## config.mk

```make
export PLATFORM = sky130hd
export DESIGN_NAME = sorted_table_binary_search
export DESIGN_NICKNAME = d
export VERILOG_FILES = /design/src/hdl/stbs_pkg.sv /design/src/hdl/stbs_ram.sv /design/src/hdl/stbs_fifo.sv /design/src/hdl/stbs_front.sv /design/src/hdl/stbs_back.sv /design/src/hdl/sorted_table_binary_search.sv
export VERILOG_INCLUDE_DIRS = /design/src /design/src/hdl
export SDC_FILE = /design/constraint.sdc
export NUM_CORES = 1
export LEC_CHECK = 0
export CAP_MARGIN = 10
export CORE_MARGIN = 2
export CORE_UTILIZATION = 35
export DETAILED_ROUTE_END_ITERATION = 6
export DONT_BUFFER_PORTS = 1
export PLACE_DENSITY_LB_ADDON = 0.05
export RECOVER_POWER = 25
export SETUP_SLACK_MARGIN = 0.15
export SLEW_MARGIN = 40
export SYNTH_ARGS = -nofsm -noshare
export SYNTH_HDL_FRONTEND = slang
export SYNTH_SLANG_ARGS = --single-unit
export TNS_END_PERCENT = 5
```

## constraint.sdc

```tcl
create_clock -name clk -period 7.7 [get_ports clk]
set_input_delay 0.77 -clock clk [delete_from_list [all_inputs] [get_ports clk]]
set_output_delay 0.77 -clock clk [all_outputs]
set_load 0.02 [all_outputs]
```

## src/hdl/sorted_table_binary_search_defines.svh

```systemverilog
// assertion macros for the sorted table binary search block
// included by the rtl files that carry concurrent checks; no other dependencies
`ifndef SORTED_TABLE_BINARY_SEARCH_DEFINES_SVH
`define SORTED_TABLE_BINARY_SEARCH_DEFINES_SVH

`ifndef SYNTHESIS
// same-cycle implication, off while reset is low
`define STBS_ASSERT_IMP(label, clk, rst_n, ante, cons) \
    label: assert property (@(posedge clk) disable iff (!rst_n) (ante) |-> (cons)) \
        else $error("stbs same-cycle check failed");
// next-cycle implication, off while reset is low
`define STBS_ASSERT_NXT(label, clk, rst_n, ante, cons) \
    label: assert property (@(posedge clk) disable iff (!rst_n) (ante) |=> (cons)) \
        else $error("stbs next-cycle check failed");
`else
`define STBS_ASSERT_IMP(label, clk, rst_n, ante, cons)
`define STBS_ASSERT_NXT(label, clk, rst_n, ante, cons)
`endif

`endif

```

## src/hdl/stbs_pkg.sv

```systemverilog
// shared types and constants for the sorted table binary search block
// no dependencies; imported by the front, back and top level
package stbs_pkg;

    // fixed field widths of the item ports
    localparam int INDEX_W = 4;

    // default sizing, handed down from the top level
    localparam int TABLE_DEPTH_DEF = 16;
    localparam int VALUE_WIDTH_DEF = 32;

    // queue depths (powers of two)
    localparam int CMD_QUEUE_DEPTH = 2;
    localparam int RES_QUEUE_DEPTH = 2;

    // item opcodes
    localparam logic OP_WRITE  = 1'b0;
    localparam logic OP_SEARCH = 1'b1;

    // command kinds passed from front to back
    localparam int CMD_KIND_W = 2;

    typedef enum logic [CMD_KIND_W-1:0] {
        CMD_WRITE  = 2'd0,
        CMD_SEARCH = 2'd1,
        CMD_MISS   = 2'd2
    } cmd_kind_t;

    // search engine states
    typedef enum logic {
        ENG_IDLE  = 1'b0,
        ENG_PROBE = 1'b1
    } eng_state_t;

endpackage

```

## src/hdl/stbs_ram.sv

```systemverilog
// generic single-port ram with registered read data
// no dependencies; holds the sorted table
module stbs_ram #(
    parameter int WIDTH = 32,
    parameter int DEPTH = 16
) (
    input  logic                     clk,
    input  logic                     en,
    input  logic                     we,
    input  logic [$clog2(DEPTH)-1:0] addr,
    input  logic [WIDTH-1:0]         wdata,
    output logic [WIDTH-1:0]         rdata
);

    logic [WIDTH-1:0] mem_reg [DEPTH];
    logic [WIDTH-1:0] rdata_reg;

    // one access per cycle: write, or read into the output register
    always_ff @(posedge clk)
    begin
        if (en)
        begin
            if (we)
            begin
                mem_reg[addr] <= wdata;
            end
            else
            begin
                rdata_reg <= mem_reg[addr];
            end
        end
    end

    assign rdata = rdata_reg;

endmodule

```

## src/hdl/stbs_fifo.sv

```systemverilog
// small synchronous fifo with first-word fall-through output
// no dependencies; used for the command queue and the result queue
module stbs_fifo #(
    parameter int WIDTH = 8,
    parameter int DEPTH = 2
) (
    input  logic                     clk,
    input  logic                     rst_n,
    input  logic                     push,
    input  logic [WIDTH-1:0]         din,
    output logic                     full,
    input  logic                     pop,
    output logic [WIDTH-1:0]         dout,
    output logic                     empty,
    output logic [$clog2(DEPTH):0]   level
);

    localparam int PTR_W = $clog2(DEPTH);
    localparam int LVL_W = PTR_W + 1;

    logic [WIDTH-1:0] data_reg [DEPTH];
    logic [PTR_W-1:0] wr_ptr_reg;
    logic [PTR_W-1:0] wr_ptr_next;
    logic [PTR_W-1:0] rd_ptr_reg;
    logic [PTR_W-1:0] rd_ptr_next;
    logic [LVL_W-1:0] level_reg;
    logic [LVL_W-1:0] level_next;
    logic             do_push;
    logic             do_pop;

    // handshake qualification
    assign full    = (level_reg == LVL_W'(DEPTH));
    assign empty   = (level_reg == '0);
    assign do_push = push && !full;
    assign do_pop  = pop && !empty;

    // pointer and fill level update
    always_comb
    begin
        wr_ptr_next = do_push ? wr_ptr_reg + 1'b1 : wr_ptr_reg;
        rd_ptr_next = do_pop ? rd_ptr_reg + 1'b1 : rd_ptr_reg;
        level_next  = level_reg;
        if (do_push && !do_pop)
        begin
            level_next = level_reg + 1'b1;
        end
        else if (do_pop && !do_push)
        begin
            level_next = level_reg - 1'b1;
        end
    end

    always_ff @(posedge clk or negedge rst_n)
    begin
        if (!rst_n)
        begin
            wr_ptr_reg <= '0;
            rd_ptr_reg <= '0;
            level_reg  <= '0;
        end
        else
        begin
            wr_ptr_reg <= wr_ptr_next;
            rd_ptr_reg <= rd_ptr_next;
            level_reg  <= level_next;
        end
    end

    // storage
    always_ff @(posedge clk)
    begin
        if (do_push)
        begin
            data_reg[wr_ptr_reg] <= din;
        end
    end

    assign dout  = data_reg[rd_ptr_reg];
    assign level = level_reg;

endmodule

```

## src/hdl/stbs_front.sv

```systemverilog
// front end: accepts items and turns them into engine commands
// depends on stbs_pkg; feeds the command fifo
module stbs_front #(
    parameter int TABLE_DEPTH = stbs_pkg::TABLE_DEPTH_DEF,
    parameter int VALUE_WIDTH = stbs_pkg::VALUE_WIDTH_DEF,
    parameter int CMD_W       = stbs_pkg::CMD_KIND_W + 2 * $clog2(TABLE_DEPTH) + VALUE_WIDTH
) (
    input  logic                        push,
    output logic                        full,
    input  logic                        opcode,
    input  logic [stbs_pkg::INDEX_W-1:0] entry_index,
    input  logic [VALUE_WIDTH-1:0]      entry_value,
    input  logic [stbs_pkg::INDEX_W-1:0] range_first,
    input  logic [stbs_pkg::INDEX_W-1:0] range_last,
    input  logic [VALUE_WIDTH-1:0]      search_key,
    output logic                        cmd_push,
    output logic [CMD_W-1:0]            cmd_data,
    input  logic                        cmd_full
);

    import stbs_pkg::*;

    localparam int ADDR_W = $clog2(TABLE_DEPTH);
    localparam int CMP_W  = (ADDR_W > INDEX_W) ? ADDR_W : INDEX_W;
    localparam logic [CMP_W-1:0] LAST_IDX = CMP_W'(TABLE_DEPTH - 1);

    logic             accept;
    logic             write_ok;
    logic [CMP_W-1:0] first_ext;
    logic [CMP_W-1:0] last_ext;
    logic [CMP_W-1:0] last_clip;
    logic             range_empty;
    cmd_kind_t        kind;
    logic [ADDR_W-1:0] lo_addr;
    logic [ADDR_W-1:0] hi_addr;
    logic [VALUE_WIDTH-1:0] value;

    assign accept = push && !cmd_full;
    assign full   = cmd_full;

    // range clipping and emptiness
    assign first_ext   = CMP_W'(range_first);
    assign last_ext    = CMP_W'(range_last);
    assign last_clip   = (last_ext > LAST_IDX) ? LAST_IDX : last_ext;
    assign range_empty = (first_ext > last_clip);
    assign write_ok    = (CMP_W'(entry_index) <= LAST_IDX);

    // classify the item
    always_comb
    begin
        if (opcode == OP_WRITE)
        begin
            kind    = CMD_WRITE;
            lo_addr = ADDR_W'(CMP_W'(entry_index));
            hi_addr = ADDR_W'(CMP_W'(entry_index));
            value   = entry_value;
        end
        else
        begin
            kind    = range_empty ? CMD_MISS : CMD_SEARCH;
            lo_addr = ADDR_W'(first_ext);
            hi_addr = ADDR_W'(last_clip);
            value   = search_key;
        end
    end

    // writes beyond the table are taken and dropped
    assign cmd_push = accept && !((opcode == OP_WRITE) && !write_ok);
    assign cmd_data = {kind, lo_addr, hi_addr, value};

endmodule

```

## src/hdl/stbs_back.sv

```systemverilog
// back end: search engine over the table ram, one probe per cycle
// depends on stbs_pkg, stbs_ram and the assertion header
`include "sorted_table_binary_search_defines.svh"

module stbs_back #(
    parameter int TABLE_DEPTH = stbs_pkg::TABLE_DEPTH_DEF,
    parameter int VALUE_WIDTH = stbs_pkg::VALUE_WIDTH_DEF,
    parameter int RES_DEPTH   = stbs_pkg::RES_QUEUE_DEPTH,
    parameter int CMD_W       = stbs_pkg::CMD_KIND_W + 2 * $clog2(TABLE_DEPTH) + VALUE_WIDTH
) (
    input  logic                       clk,
    input  logic                       rst_n,
    input  logic                       cmd_empty,
    input  logic [CMD_W-1:0]           cmd_data,
    output logic                       cmd_pop,
    input  logic [$clog2(RES_DEPTH):0] res_level,
    output logic                       res_push,
    output logic                       res_found
);

    import stbs_pkg::*;

    localparam int ADDR_W = $clog2(TABLE_DEPTH);
    localparam int LVL_W  = $clog2(RES_DEPTH) + 1;

    eng_state_t state_reg;
    eng_state_t state_next;

    logic [ADDR_W-1:0]      lo_reg;
    logic [ADDR_W-1:0]      lo_next;
    logic [ADDR_W-1:0]      hi_reg;
    logic [ADDR_W-1:0]      hi_next;
    logic [ADDR_W-1:0]      mid_reg;
    logic [ADDR_W-1:0]      mid_next;
    logic [VALUE_WIDTH-1:0] key_reg;
    logic [VALUE_WIDTH-1:0] key_next;

    cmd_kind_t              c_kind;
    logic [ADDR_W-1:0]      c_lo;
    logic [ADDR_W-1:0]      c_hi;
    logic [VALUE_WIDTH-1:0] c_value;
    logic [ADDR_W-1:0]      c_mid;

    logic [VALUE_WIDTH-1:0] ram_rdata;
    logic                   ram_en;
    logic                   ram_we;
    logic [ADDR_W-1:0]      ram_addr;

    logic                   probing;
    logic                   key_eq;
    logic                   key_less;
    logic                   probe_end;
    logic                   probe_done;
    logic [ADDR_W-1:0]      nlo;
    logic [ADDR_W-1:0]      nhi;
    logic [ADDR_W-1:0]      nmid;
    logic                   engine_free;
    logic                   res_room;
    logic                   pop_write;
    logic                   pop_search;
    logic                   pop_miss;

    // command fields
    assign c_kind  = cmd_kind_t'(cmd_data[CMD_W-1 -: CMD_KIND_W]);
    assign c_lo    = cmd_data[VALUE_WIDTH + 2*ADDR_W - 1 -: ADDR_W];
    assign c_hi    = cmd_data[VALUE_WIDTH + ADDR_W - 1 -: ADDR_W];
    assign c_value = cmd_data[VALUE_WIDTH-1:0];
    assign c_mid   = c_lo + ((c_hi - c_lo) >> 1);

    // probe compare against the entry read last cycle
    assign probing    = (state_reg == ENG_PROBE);
    assign key_eq     = (ram_rdata == key_reg);
    assign key_less   = ($signed(key_reg) < $signed(ram_rdata));
    assign probe_end  = key_eq || (key_less ? (mid_reg == lo_reg) : (mid_reg == hi_reg));
    assign probe_done = probing && probe_end;

    // narrowed range for the next probe
    assign nlo  = key_less ? lo_reg : mid_reg + 1'b1;
    assign nhi  = key_less ? mid_reg - 1'b1 : hi_reg;
    assign nmid = nlo + ((nhi - nlo) >> 1);

    // the engine can take a command when idle or on its last compare
    assign engine_free = !probing || probe_end;
    assign res_room    = ((LVL_W + 1)'(res_level) + (LVL_W + 1)'(probe_done))
                         < (LVL_W + 1)'(RES_DEPTH);

    // command pop decision
    always_comb
    begin
        cmd_pop = 1'b0;
        if (!cmd_empty && engine_free)
        begin
            unique case (c_kind)
                CMD_WRITE:  cmd_pop = 1'b1;
                CMD_SEARCH: cmd_pop = res_room;
                CMD_MISS:   cmd_pop = !probing && res_room;
                default:    cmd_pop = 1'b1;
            endcase
        end
    end

    assign pop_write  = cmd_pop && (c_kind == CMD_WRITE);
    assign pop_search = cmd_pop && (c_kind == CMD_SEARCH);
    assign pop_miss   = cmd_pop && (c_kind == CMD_MISS);

    // next state
    always_comb
    begin
        unique case (state_reg)
            ENG_IDLE:  state_next = pop_search ? ENG_PROBE : ENG_IDLE;
            ENG_PROBE: state_next = (!probe_end || pop_search) ? ENG_PROBE : ENG_IDLE;
            default:   state_next = ENG_IDLE;
        endcase
    end

    // outputs: table port and result push
    always_comb
    begin
        ram_en   = 1'b0;
        ram_we   = 1'b0;
        ram_addr = c_lo;
        if (pop_write)
        begin
            ram_en = 1'b1;
            ram_we = 1'b1;
        end
        else if (pop_search)
        begin
            ram_en   = 1'b1;
            ram_addr = c_mid;
        end
        else if (probing && !probe_end)
        begin
            ram_en   = 1'b1;
            ram_addr = nmid;
        end
        res_push  = probe_done || pop_miss;
        res_found = probe_done && key_eq;
    end

    // search registers
    always_comb
    begin
        lo_next  = lo_reg;
        hi_next  = hi_reg;
        mid_next = mid_reg;
        key_next = key_reg;
        if (pop_search)
        begin
            lo_next  = c_lo;
            hi_next  = c_hi;
            mid_next = c_mid;
            key_next = c_value;
        end
        else if (probing && !probe_end)
        begin
            lo_next  = nlo;
            hi_next  = nhi;
            mid_next = nmid;
        end
    end

    always_ff @(posedge clk or negedge rst_n)
    begin
        if (!rst_n)
        begin
            state_reg <= ENG_IDLE;
        end
        else
        begin
            state_reg <= state_next;
        end
    end

    always_ff @(posedge clk)
    begin
        lo_reg  <= lo_next;
        hi_reg  <= hi_next;
        mid_reg <= mid_next;
        key_reg <= key_next;
    end

    // sorted table storage
    stbs_ram #(
        .WIDTH (VALUE_WIDTH),
        .DEPTH (TABLE_DEPTH)
    ) u_table (
        .clk   (clk),
        .en    (ram_en),
        .we    (ram_we),
        .addr  (ram_addr),
        .wdata (c_value),
        .rdata (ram_rdata)
    );

    // checks
    `STBS_ASSERT_IMP(a_res_no_overflow, clk, rst_n, res_push, (res_level < LVL_W'(RES_DEPTH)))
    `STBS_ASSERT_IMP(a_probe_in_range, clk, rst_n, probing, (lo_reg <= mid_reg) && (mid_reg <= hi_reg))
    `STBS_ASSERT_IMP(a_write_port_free, clk, rst_n, pop_write, !(probing && !probe_end))
    `STBS_ASSERT_NXT(a_search_starts, clk, rst_n, pop_search, (state_reg == ENG_PROBE))

endmodule

```

## src/hdl/sorted_table_binary_search.sv

```systemverilog
// top level of the sorted table binary search block
// depends on stbs_pkg, stbs_front, stbs_fifo and stbs_back
//
// channel   direction  handshake            payload
// input     in         push / full          opcode, entry_index, entry_value,
//                                           range_first, range_last, search_key
// result    out        empty / pop          found
//
// a write item takes a single table access; an empty or reversed search
// range gives found = 0 without touching the table.
// a search makes at most log2(TABLE_DEPTH)+1 probes (5 at depth 16), one probe
// per cycle through the single table port; the last compare overlaps a
// following write or search, while an empty range waits until the engine is idle.
// a two-entry command queue lets items be taken while the engine works, and a
// two-entry result queue lets results wait for pop.
// reset clears queues and engine state; table contents are undefined until written.
module sorted_table_binary_search #(
    parameter int TABLE_DEPTH = stbs_pkg::TABLE_DEPTH_DEF,
    parameter int VALUE_WIDTH = stbs_pkg::VALUE_WIDTH_DEF
) (
    input  logic                         clk,
    input  logic                         rst_n,
    input  logic                         push,
    output logic                         full,
    input  logic                         opcode,
    input  logic [stbs_pkg::INDEX_W-1:0] entry_index,
    input  logic [VALUE_WIDTH-1:0]       entry_value,
    input  logic [stbs_pkg::INDEX_W-1:0] range_first,
    input  logic [stbs_pkg::INDEX_W-1:0] range_last,
    input  logic [VALUE_WIDTH-1:0]       search_key,
    output logic                         empty,
    input  logic                         pop,
    output logic                         found
);

    import stbs_pkg::*;

    localparam int ADDR_W = $clog2(TABLE_DEPTH);
    localparam int CMD_W  = CMD_KIND_W + 2 * ADDR_W + VALUE_WIDTH;

    logic                               cmd_push;
    logic [CMD_W-1:0]                   cmd_in;
    logic                               cmd_full;
    logic                               cmd_pop;
    logic [CMD_W-1:0]                   cmd_out;
    logic                               cmd_empty;
    logic                               res_push;
    logic                               res_found;
    logic [$clog2(RES_QUEUE_DEPTH):0]   res_level;

    // item intake and classification
    stbs_front #(
        .TABLE_DEPTH (TABLE_DEPTH),
        .VALUE_WIDTH (VALUE_WIDTH),
        .CMD_W       (CMD_W)
    ) u_front (
        .push        (push),
        .full        (full),
        .opcode      (opcode),
        .entry_index (entry_index),
        .entry_value (entry_value),
        .range_first (range_first),
        .range_last  (range_last),
        .search_key  (search_key),
        .cmd_push    (cmd_push),
        .cmd_data    (cmd_in),
        .cmd_full    (cmd_full)
    );

    // command queue between front and engine
    stbs_fifo #(
        .WIDTH (CMD_W),
        .DEPTH (CMD_QUEUE_DEPTH)
    ) u_cmd_queue (
        .clk   (clk),
        .rst_n (rst_n),
        .push  (cmd_push),
        .din   (cmd_in),
        .full  (cmd_full),
        .pop   (cmd_pop),
        .dout  (cmd_out),
        .empty (cmd_empty),
        .level ()
    );

    // search engine and table
    stbs_back #(
        .TABLE_DEPTH (TABLE_DEPTH),
        .VALUE_WIDTH (VALUE_WIDTH),
        .RES_DEPTH   (RES_QUEUE_DEPTH),
        .CMD_W       (CMD_W)
    ) u_back (
        .clk       (clk),
        .rst_n     (rst_n),
        .cmd_empty (cmd_empty),
        .cmd_data  (cmd_out),
        .cmd_pop   (cmd_pop),
        .res_level (res_level),
        .res_push  (res_push),
        .res_found (res_found)
    );

    // result queue toward the consumer
    stbs_fifo #(
        .WIDTH (1),
        .DEPTH (RES_QUEUE_DEPTH)
    ) u_res_queue (
        .clk   (clk),
        .rst_n (rst_n),
        .push  (res_push),
        .din   (res_found),
        .full  (),
        .pop   (pop),
        .dout  (found),
        .empty (empty),
        .level (res_level)
    );

endmodule

```

# After elaboration in Yosys (flattened, before gate mapping)
# Memory sizes are Yosys's and may differ from the RTL's. A register that Yosys moved wholly into a read port is not among the register bits.
# Index checks and enable logic that the tools add are counted.
# W data, S select, Z words.
# word_totals
regBits	53
ram_bits	598
input_bits	81
output_inout_bits	3
word_cells	124
memories	3
# memory_table
name	depth	width	rd	rd_ports_with_merged_regs	wr	line	source
u_back.u_table.mem_reg	16	32	1	1	1	stbs_ram.sv:15	logic [WIDTH-1:0] mem_reg [DEPTH];
u_cmd_queue.data_reg	2	42	1	0	1	stbs_fifo.sv:21	logic [WIDTH-1:0] data_reg [DEPTH];
u_res_queue.data_reg	2	1	1	0	1	stbs_fifo.sv:21	
# op_classes
n_addsub	15
order_cmp	5
n_eq_ne	7
muxes	38
n_bitwise	3
n_reduce_logical	42
# ops
op	count
$mux W4	14
$eq A32 B32 Y1	1
$lt A32 B32 Y1	1
$mux W32	1
$logic_and A1 B1 Y1	19
$mux W1	15
$logic_not A1 Y1	12
$mux W2	6
$add A4 B3 Y4	2
$eq A4 B4 Y1	2
$sub A4 B4 Y4	2
$eq A2 B2 Y1 const B	3
$logic_not A2 Y1	3
$reduce_bool A2 Y1	3
$add A1 B1 Y1 const B	4
$add A2 B1 Y2 const B	2
$add A4 B1 Y4 const B	1
$gt A4 B4 Y1	1
$gt A4 B4 Y1 const B	1
$le A4 B4 Y1 const B	1
$logic_or A1 B1 Y1	4
$pmux W1 S2	2
$sub A2 B1 Y2 const B	2
$sub A4 B1 Y4 const B	1
5 further kinds	7

# Depth between registers and ports, before layout
# Gate-level depths: netlist (run 1).
# logic_depth
ltp_word	16
mapped_depth	25
depth_no_buf	22

# Hierarchy
# Synthesis (run 1) repeated with hierarchy kept, for this count alone.
# hier_totals
cells_unflattened	1441
area_unflattened_um2	28178.3
# by_module_without_submodules
module	n_inst	cells_each	area_each_um2	seq_area_each_um2
stbs_ram	1	844	20216.9	16335.7
stbs_back	1	350	3580.9	1346.3
stbs_fifo at u_cmd_queue	1	150	3429.5	2622.5
stbs_front	1	75	683.2	0.0
stbs_fifo at u_res_queue	1	22	267.8	160.2

# Least setup slack after synthesis (run 1)
# Ideal clock, no wire load.
# synth_timing
path_kind	register to register
start	register u_back.key_reg[7]
end	memory u_back.u_table.mem_reg[12][0] (enable)
setup_time_ns	0.421
arrival_ns	6.068
t_required_ns	7.279
slack_ns	1.210
path_stages_with_launch	21
n_path_buf	1
synth_period_minus_slack_ns	6.490
path_cell_list	edfxtp_1 ha_1 a41o_1 a21oi_1 o2bb2ai_1 o41a_4 nor2_2 clkbuf_1 mux2i_1 ha_1 a21o_1 a21oi_1 xnor2_1 ha_1 a21oi_1 xor2_1 nor4_1 a311oi_2 a211o_1 or3_1 nor2_1
# synth_via
elab_chain_len	14
word_cells_on_any_way	30
cone_classes	add/sub: 3; order compare: 2; eq/ne: 1; mux: 15; reduce/logical: 9
# synth_lines
item	line	source
start, declared	stbs_back.sv:35	logic [VALUE_WIDTH-1:0] key_reg;
start signal, assigned	stbs_back.sv:180	key_reg <= key_next;
$lt A32 B32 Y1	stbs_back.sv:73	assign key_less = ($signed(key_reg) < $signed(ram_rdata));
$mux W1	stbs_back.sv:74	assign probe_end = key_eq || (key_less ? (mid_reg == lo_reg) : (mid_reg == hi_reg));
$logic_or A1 B1 Y1	stbs_back.sv:74	
$logic_and A1 B1 Y1	stbs_back.sv:75	assign probe_done = probing && probe_end;
$add A2 B1 Y3	stbs_back.sv:84	assign res_room = ((LVL_W + 1)'(res_level) + (LVL_W + 1)'(probe_done))
$lt A3 B2 Y1	stbs_back.sv:85	< (LVL_W + 1)'(RES_DEPTH);
$logic_and A1 B1 Y1	stbs_back.sv:96	CMD_MISS: cmd_pop = !probing && res_room;
$pmux W1 S2	stbs_back.sv:93	unique case (c_kind)
$mux W1	stbs_back.sv:91	if (!cmd_empty && engine_free)
$logic_and A1 B1 Y1 (on tied branches)	stbs_back.sv:102, stbs_back.sv:103	
$mux W1 (on tied branches)	stbs_back.sv:122, stbs_back.sv:127	
$mux W1 (on tied branches)	stbs_ram.sv:23, stbs_back.sv:122	
$mux W1	stbs_ram.sv:21	if (en)
$mux W1 (implied by the code)	stbs_ram.sv:25	mem_reg[addr] <= wdata;
end, declared	stbs_ram.sv:15	
# Parallel ways exist; a longest one is shown, timed or not.

# Final worst setup path (run 1)
# layout_timing
start	register u_back.u_table.rdata_reg[22], in the netlist u_back.u_table.rdata[22], read port of u_back.u_table.mem_reg
end	register u_back.u_table.rdata_reg[3], in the netlist u_back.u_table.rdata[3], read port of u_back.u_table.mem_reg, data pin
# layout_via
elab_chain_len	13
word_cells_on_any_way	29
cone_classes	add/sub: 3; order compare: 2; eq/ne: 1; mux: 12; bitwise: 1; reduce/logical: 10
# layout_lines
item	line	source
start, declared	stbs_ram.sv:16	logic [WIDTH-1:0] rdata_reg;
$lt A32 B32 Y1	stbs_back.sv:73	
$mux W1	stbs_back.sv:74	
$logic_or A1 B1 Y1	stbs_back.sv:74	
$logic_and A1 B1 Y1	stbs_back.sv:75	
$add A2 B1 Y3	stbs_back.sv:84	
$lt A3 B2 Y1	stbs_back.sv:85	
$logic_and A1 B1 Y1	stbs_back.sv:96	
$pmux W1 S2	stbs_back.sv:93	
$mux W1	stbs_back.sv:91	
$logic_and A1 B1 Y1 (on tied branches)	stbs_back.sv:103, stbs_back.sv:102	
$mux W1 (on tied branches)	stbs_back.sv:127, stbs_back.sv:122	
$mux W1 or $not A1 Y1 (tied branches)	-	
$reduce_and A2 Y1 (no line)	-	
# Parallel ways exist; a longest one is shown, timed or not.
# A chain may end at the register's enable or synchronous reset.

==> flow_metrics.tcl, run 1 <==
set metrics [dict create \
    cts_buffer_depth 3 \
    rows 105 \
    grt_max_degree 68 \
    die-area_um2 84700 \
    violations "capacitance limit, slew limit" \
    timing.setup.tns_ns 0 \
    finalCritPeriodShare 0.8655 \
    final_cell_mix "674 x edfxtp_1, 204 x mux2i_1, 84 x o22ai_1" \
    hp-class "in -> reg" \
    synthFlopType "edfxtp_1" \
    worstSetupPathType "reg -> reg" \
    path_clk_slew_ns 0.06 \
    cap_violations 3 \
    finalSetupViolations 0 \
    synth_cell_types 65 \
    finalNetCount 1937 \
    synth_top_cell_by_area "edfxtp_1" \
    ys_warn_count 0 \
    setup_ws_ns 1.035 \
    cts.sinks 683 \
    cp_max_fo 18 \
    seq_area_frac_synth 0.7097 \
    cts-resized-gates 0 \
    syn-cell-area_um2 28840 \
    post-place-ws_ns 0.9396 \
    largest_register_ff_count 512 \
    viasPerCell 5.426 \
    cts_htree_levels 3 \
    drc 0 \
    gp_congestion 0.8110 \
    first_iter_violations 1335 \
    core-area_um2 81850 \
    finClkSkew_ns 0.02593 \
    cts-root-buf "clkbuf_16" \
    die_w_um 291.0 \
    grt_pass1_vias 16220 \
    port_buffers 0 \
    cp-end-kind "flip-flop" \
    status "finished, violations left" \
    floorplan.initialDensity 0.3523 \
    cts_tree "done" \
    synth_area_leaders "edfxtp_1 70%, mux2i_1 7.2%, mux2_2 2.8%" \
    synth-edff-count 674 \
    vias 15890 \
    grt_use_total 0.1922 \
    hpwlAfterDp_um 49470 \
    cts-buffers-inserted 78 \
    max_freq_mhz 150.0 \
    wl_um 81440 \
    overflow 0 \
    boundaryPins 84 \
    whs_ns 0.3754 \
    rsz0062_at_grt "false" \
    first_pass_iters 5 \
    syn_to_final_growth_pct 14.02 \
    cts_setup_buffers 0 \
    layout-drive-gt1-share 0.1299 \
    layout.cells.most_common "edfxtp_1" \
    grt_pass1_wl_um 118400 \
    async_flop_share 0.01318 \
    syn-num-nets 1897 \
    fin_crit_ns 6.665 \
    cp.required_ns 8.03 \
    avgSynthCellArea_um2 16.39 \
    wl_per_cell_um 27.81 \
    hold_viol_final 0 \
    synthCells 1759 \
    antenna_left 0 \
    place_inst 2788 \
    antenna_found_initial 3 \
    insertion_delay_ns 0.63 \
    critPathArrivalTime_ns 6.99 \
    finalMaxSlewViolations 119 \
    die_h_um 291.0 \
    stdcell_count 2929 \
    tightest_slew_ns 2.644 \
    maxSlewHeadroom -0.7629 \
    startpoint_type "flip-flop" \
    yosys_register_bits 683 \
    synth_top_cell_area_share 0.7019 \
]
-- synth_stat cells, types with 4 or more instances --
master,count
edfxtp_1,674
mux2i_1,206
o22ai_1,84
mux2_2,71
and4_1,66
o211ai_1,66
o31a_1,66
clkbuf_1,64
inv_1,58
ha_1,53
nand2_1,37
buf_2,34
nor2_1,34
a21oi_1,27
or3_1,25
xnor2_1,25
o2111ai_1,22
o21ai_0,12
nand4_1,10
or4_1,10
xor2_1,10
dfrtp_1,9
nand3_1,9
a21o_1,8
buf_1,7
nor4_1,6
nor3_1,5
a41o_1,4
fa_1,4
nor2b_1,4
-- logic make-up (layout without fill, tap and decap cells) --
group | Yosys count | in the layout | share of synthesized area
mux | 277 | 277 | 0.09923
compound gates | 312 | 312 | 0.08031
simple gates | 228 | 228 | 0.05051
buf+inv | 167 | 263 | 0.02386
fa+ha+maj | 57 | 57 | 0.02577
other cells | 0 | 4 | 0
xor+xnor | 35 | 35 | 0.01063
flops | 683 | 683 | 0.7097
-- final timing paths --
kind                                               start  slack, ns                     endpoint  depth (start not counted)
max in group asynchronous                          rst_n       6.76       u_cmd_queue.wr_ptr_reg                          1
min in group asynchronous                          rst_n       0.58       u_cmd_queue.rd_ptr_reg                          1
worst min register to register    u_res_queue.wr_ptr_reg       0.48       u_res_queue.wr_ptr_reg                          1
worst max register to register  u_back.u_table.rdata[22]       1.04      u_back.u_table.rdata[3]                         24
worst max-delay path            u_back.u_table.rdata[22]       1.04      u_back.u_table.rdata[3]                         24
worst min-delay path                              opcode       0.38  u_cmd_queue.data_reg[0][32]                          2
-- layout make-up --
type / count / area (µm²)
fill: 7466 / 48970
sequential: 683 / 20460
multi-input combinational: 909 / 7906
clock buffer: 106 / 2057
tap: 1070 / 1339
timing repair buffer: 69 / 638.1
clock inverter: 30 / 247.7
inverter: 58 / 217.7
antenna: 4 / 10.01
-- worst max-delay path, cell delays in order, from the launching register on --
cell and delay, ns:
edfxtp_1 0.42, inv_1 0.08, ha_1 0.24, nand4_1 0.18, nor4_1 0.08, a221oi_1 0.27, buf_4 0.16, nand2_1 0.13
buf_4 0.22, nor2_2 0.38, mux2i_1 0.45, ha_1 0.32, a21o_1 0.15, a21oi_1 0.17, xnor2_1 0.14, ha_1 0.27
a21oi_1 0.32, xor2_1 0.19, nor4_1 0.07, a311oi_2 0.37, a211o_1 0.18, or2_2 0.56, buf_4 0.38, o22ai_1 0.13
or3_1 0.47
-- metal layers --
layer	GRT usage	part of all wire	up-vias
li1	-	-	7163
met1	0.2811	0.48	8233
met2	0.3038	0.46	400
met3	0.02474	0.043	96
met4	0.04638	0.016	0
met5	0	0	-
-- metrics by stage --
stage | instance area (µm²) | utilization
2_1_floorplan | 28840 | -
3_3_place_gp | 30560 | 0.3734
3_5_place_dp | 30560 | 0.3734
4_1_cts | 32880 | 0.4017
5_1_grt | 32870 | 0.4016
6_report | 32880 | 0.4017
-- repair_timing --
item                                    4_1_cts  5_1_grt
endpoints found under the setup margin        0        0
endpoints found under the hold margin         9        0
hold buffers                                  1        0
Power of run 1 is not shown: default switching activity piles up to over one toggle a cycle in this logic, so the estimate is an artifact.
==> run 2, diff against run 1 <==
Settings changed: SYNTH_HIERARCHICAL set to 1.
==> flow_metrics.tcl, run 2 <==
set metrics [dict create \
    status "finished, violations left" \
    violations "capacitance limit, slew limit" \
    tightest_slew_ns 1.894 \
    gp_congestion 0.7691 \
    max_stage_delay_ns 0.66 \
    syn-num-nets 1578 \
    startpoint_type "flip-flop" \
    finalCritPeriodShare 0.9050 \
    cp-end-kind "flip-flop" \
    insertion_delay_ns 0.62 \
    rows 104 \
    cpMaxStageDelayCell "nor4_2" \
    overflow 0 \
    vias 13440 \
    finalSetupViolations 0 \
    antenna_found_initial 1 \
    syn-cell-area_um2 28170 \
    layout-drive-gt1-share 0.2213 \
    hold_viol_final 0 \
    post-place-ws_ns 0.5863 \
    rsz0062_at_grt "false" \
    avgSynthCellArea_um2 19.57 \
    layout.cells.most_common "edfxtp_1" \
    finalNetCount 1640 \
    wl_um 67460 \
    hp-class "in -> reg" \
    boundaryPins 84 \
    finClkSkew_ns 0.03301 \
    synthCells 1440 \
    cts-buffers-inserted 78 \
    floorplan.initialDensity 0.3515 \
    viasPerCell 5.131 \
    syn_to_final_growth_pct 13.52 \
    die_w_um 287.7 \
    first_pass_iters 5 \
    antenna_left 0 \
    cts_buffer_depth 3 \
    hold_buffers 1 \
    fin_crit_ns 6.968 \
    critPathArrivalTime_ns 7.26 \
    grt_pass1_vias 14480 \
    largest_register_ff_count 512 \
    cp_max_fo 41 \
    antennaDiodeCount 0 \
    core-area_um2 80160 \
    ys_warn_count 6 \
    first_iter_violations 853 \
    cts.sinks 683 \
    cts-resized-gates 0 \
    path_clk_slew_ns 0.06 \
    cp.required_ns 7.99 \
    die-area_um2 82780 \
    worst-path-buf-inv 3 \
    grt_pass1_wl_um 99730 \
    final_cell_mix "674 x edfxtp_1, 128 x mux4_2, 81 x clkbuf_16" \
    maxSlewHeadroom -0.2628 \
    finalMaxSlewViolations 46 \
    setup_ws_ns 0.7315 \
    grt_max_degree 68 \
    hpwlAfterDp_um 39350 \
    port_buffers 0 \
    cts-root-buf "clkbuf_16" \
    drc 0 \
    cp_cell_sequence "ha_1 -> nand4_2 -> nor4_2 -> o31ai_1 -> a21o_1 -> mux2_2 -> inv_1 -> fa_1 -> ha_1 -> inv_1 -> fa_1 -> o22ai_1 -> a22o_4 -> nand4_1 -> nor2_4 -> buf_4" \
    cap_violations 2 \
    wl_per_cell_um 25.76 \
    max_freq_mhz 143.5 \
    cts_htree_levels 3 \
    cts_setup_buffers 0 \
    worstSetupPathType "reg -> reg" \
    die_h_um 287.7 \
    crit_family "simple AND/OR/NAND/NOR gates" \
    grt_use_total 0.1664 \
    timing.setup.tns_ns 0 \
    cts_tree "done" \
]
[run 2: per-layer routing]
layer	wire length (µm)	GRT usage	up-vias
met3	2491	0.02448	67
met4	1011	0.04197	0
met5	0	0	-
met1	31480	0.2344	7142
met2	32470	0.2715	262
li1	-	-	5966
[run 2: layout make-up]
class	instances	area, µm²
fill	7309	48170
sequential	683	20460
multi-input combinational	638	7141
clock buffer	102	2106
tap	1060	1326
timing repair buffer	46	503.0
clock inverter	35	236.5
inverter	55	206.4
[run 2: worst reg2reg max path: stages, from the launching register on]
cell and delay [ns]:
edfxtp_1 0.37, ha_1 0.61, nand4_2 0.26, nor4_2 0.66, o31ai_1 0.27, a21o_1 0.37, mux2_2 0.35, inv_1 0.16
fa_1 0.47, ha_1 0.22, inv_1 0.08, fa_1 0.46, o22ai_1 0.22, a22o_4 0.58, nand4_1 0.60, nor2_4 0.63
buf_4 0.32
[run 2: path summary, 6_finish.rpt]
path | start | to | slack [ns] | cells after the start
max | u_back/key_reg[31] | u_back/u_table/mem_reg[11][21] | 0.73 | 16
min | entry_value[7] | u_cmd_queue/data_reg[1][7] | 0.39 | 1
max reg2reg | u_back/key_reg[31] | u_back/u_table/mem_reg[11][21] | 0.73 | 16
min reg2reg | u_res_queue/rd_ptr_reg | u_res_queue/rd_ptr_reg | 0.49 | 1
max in group asynchronous | rst_n | u_back/probing | 6.83 | 1
min in group asynchronous | rst_n | u_cmd_queue/wr_ptr_reg | 0.56 | 1
[run 2: metrics by stage]
step / cells / util / hold WS, ns / instance area (µm²)
2_1_floorplan: 1440 / - / 0.4550 / 28170
3_3_place_gp: 2480 / 0.3709 / 0.4748 / 29730
3_5_place_dp: 2480 / 0.3710 / 0.4748 / 29740
4_1_cts: 2618 / 0.4004 / 0.3448 / 32090
5_1_grt: 2619 / 0.3990 / 0.3713 / 31980
6_report: 2619 / 0.3990 / 0.3899 / 31980
Power of run 2 is left out for the same reason.
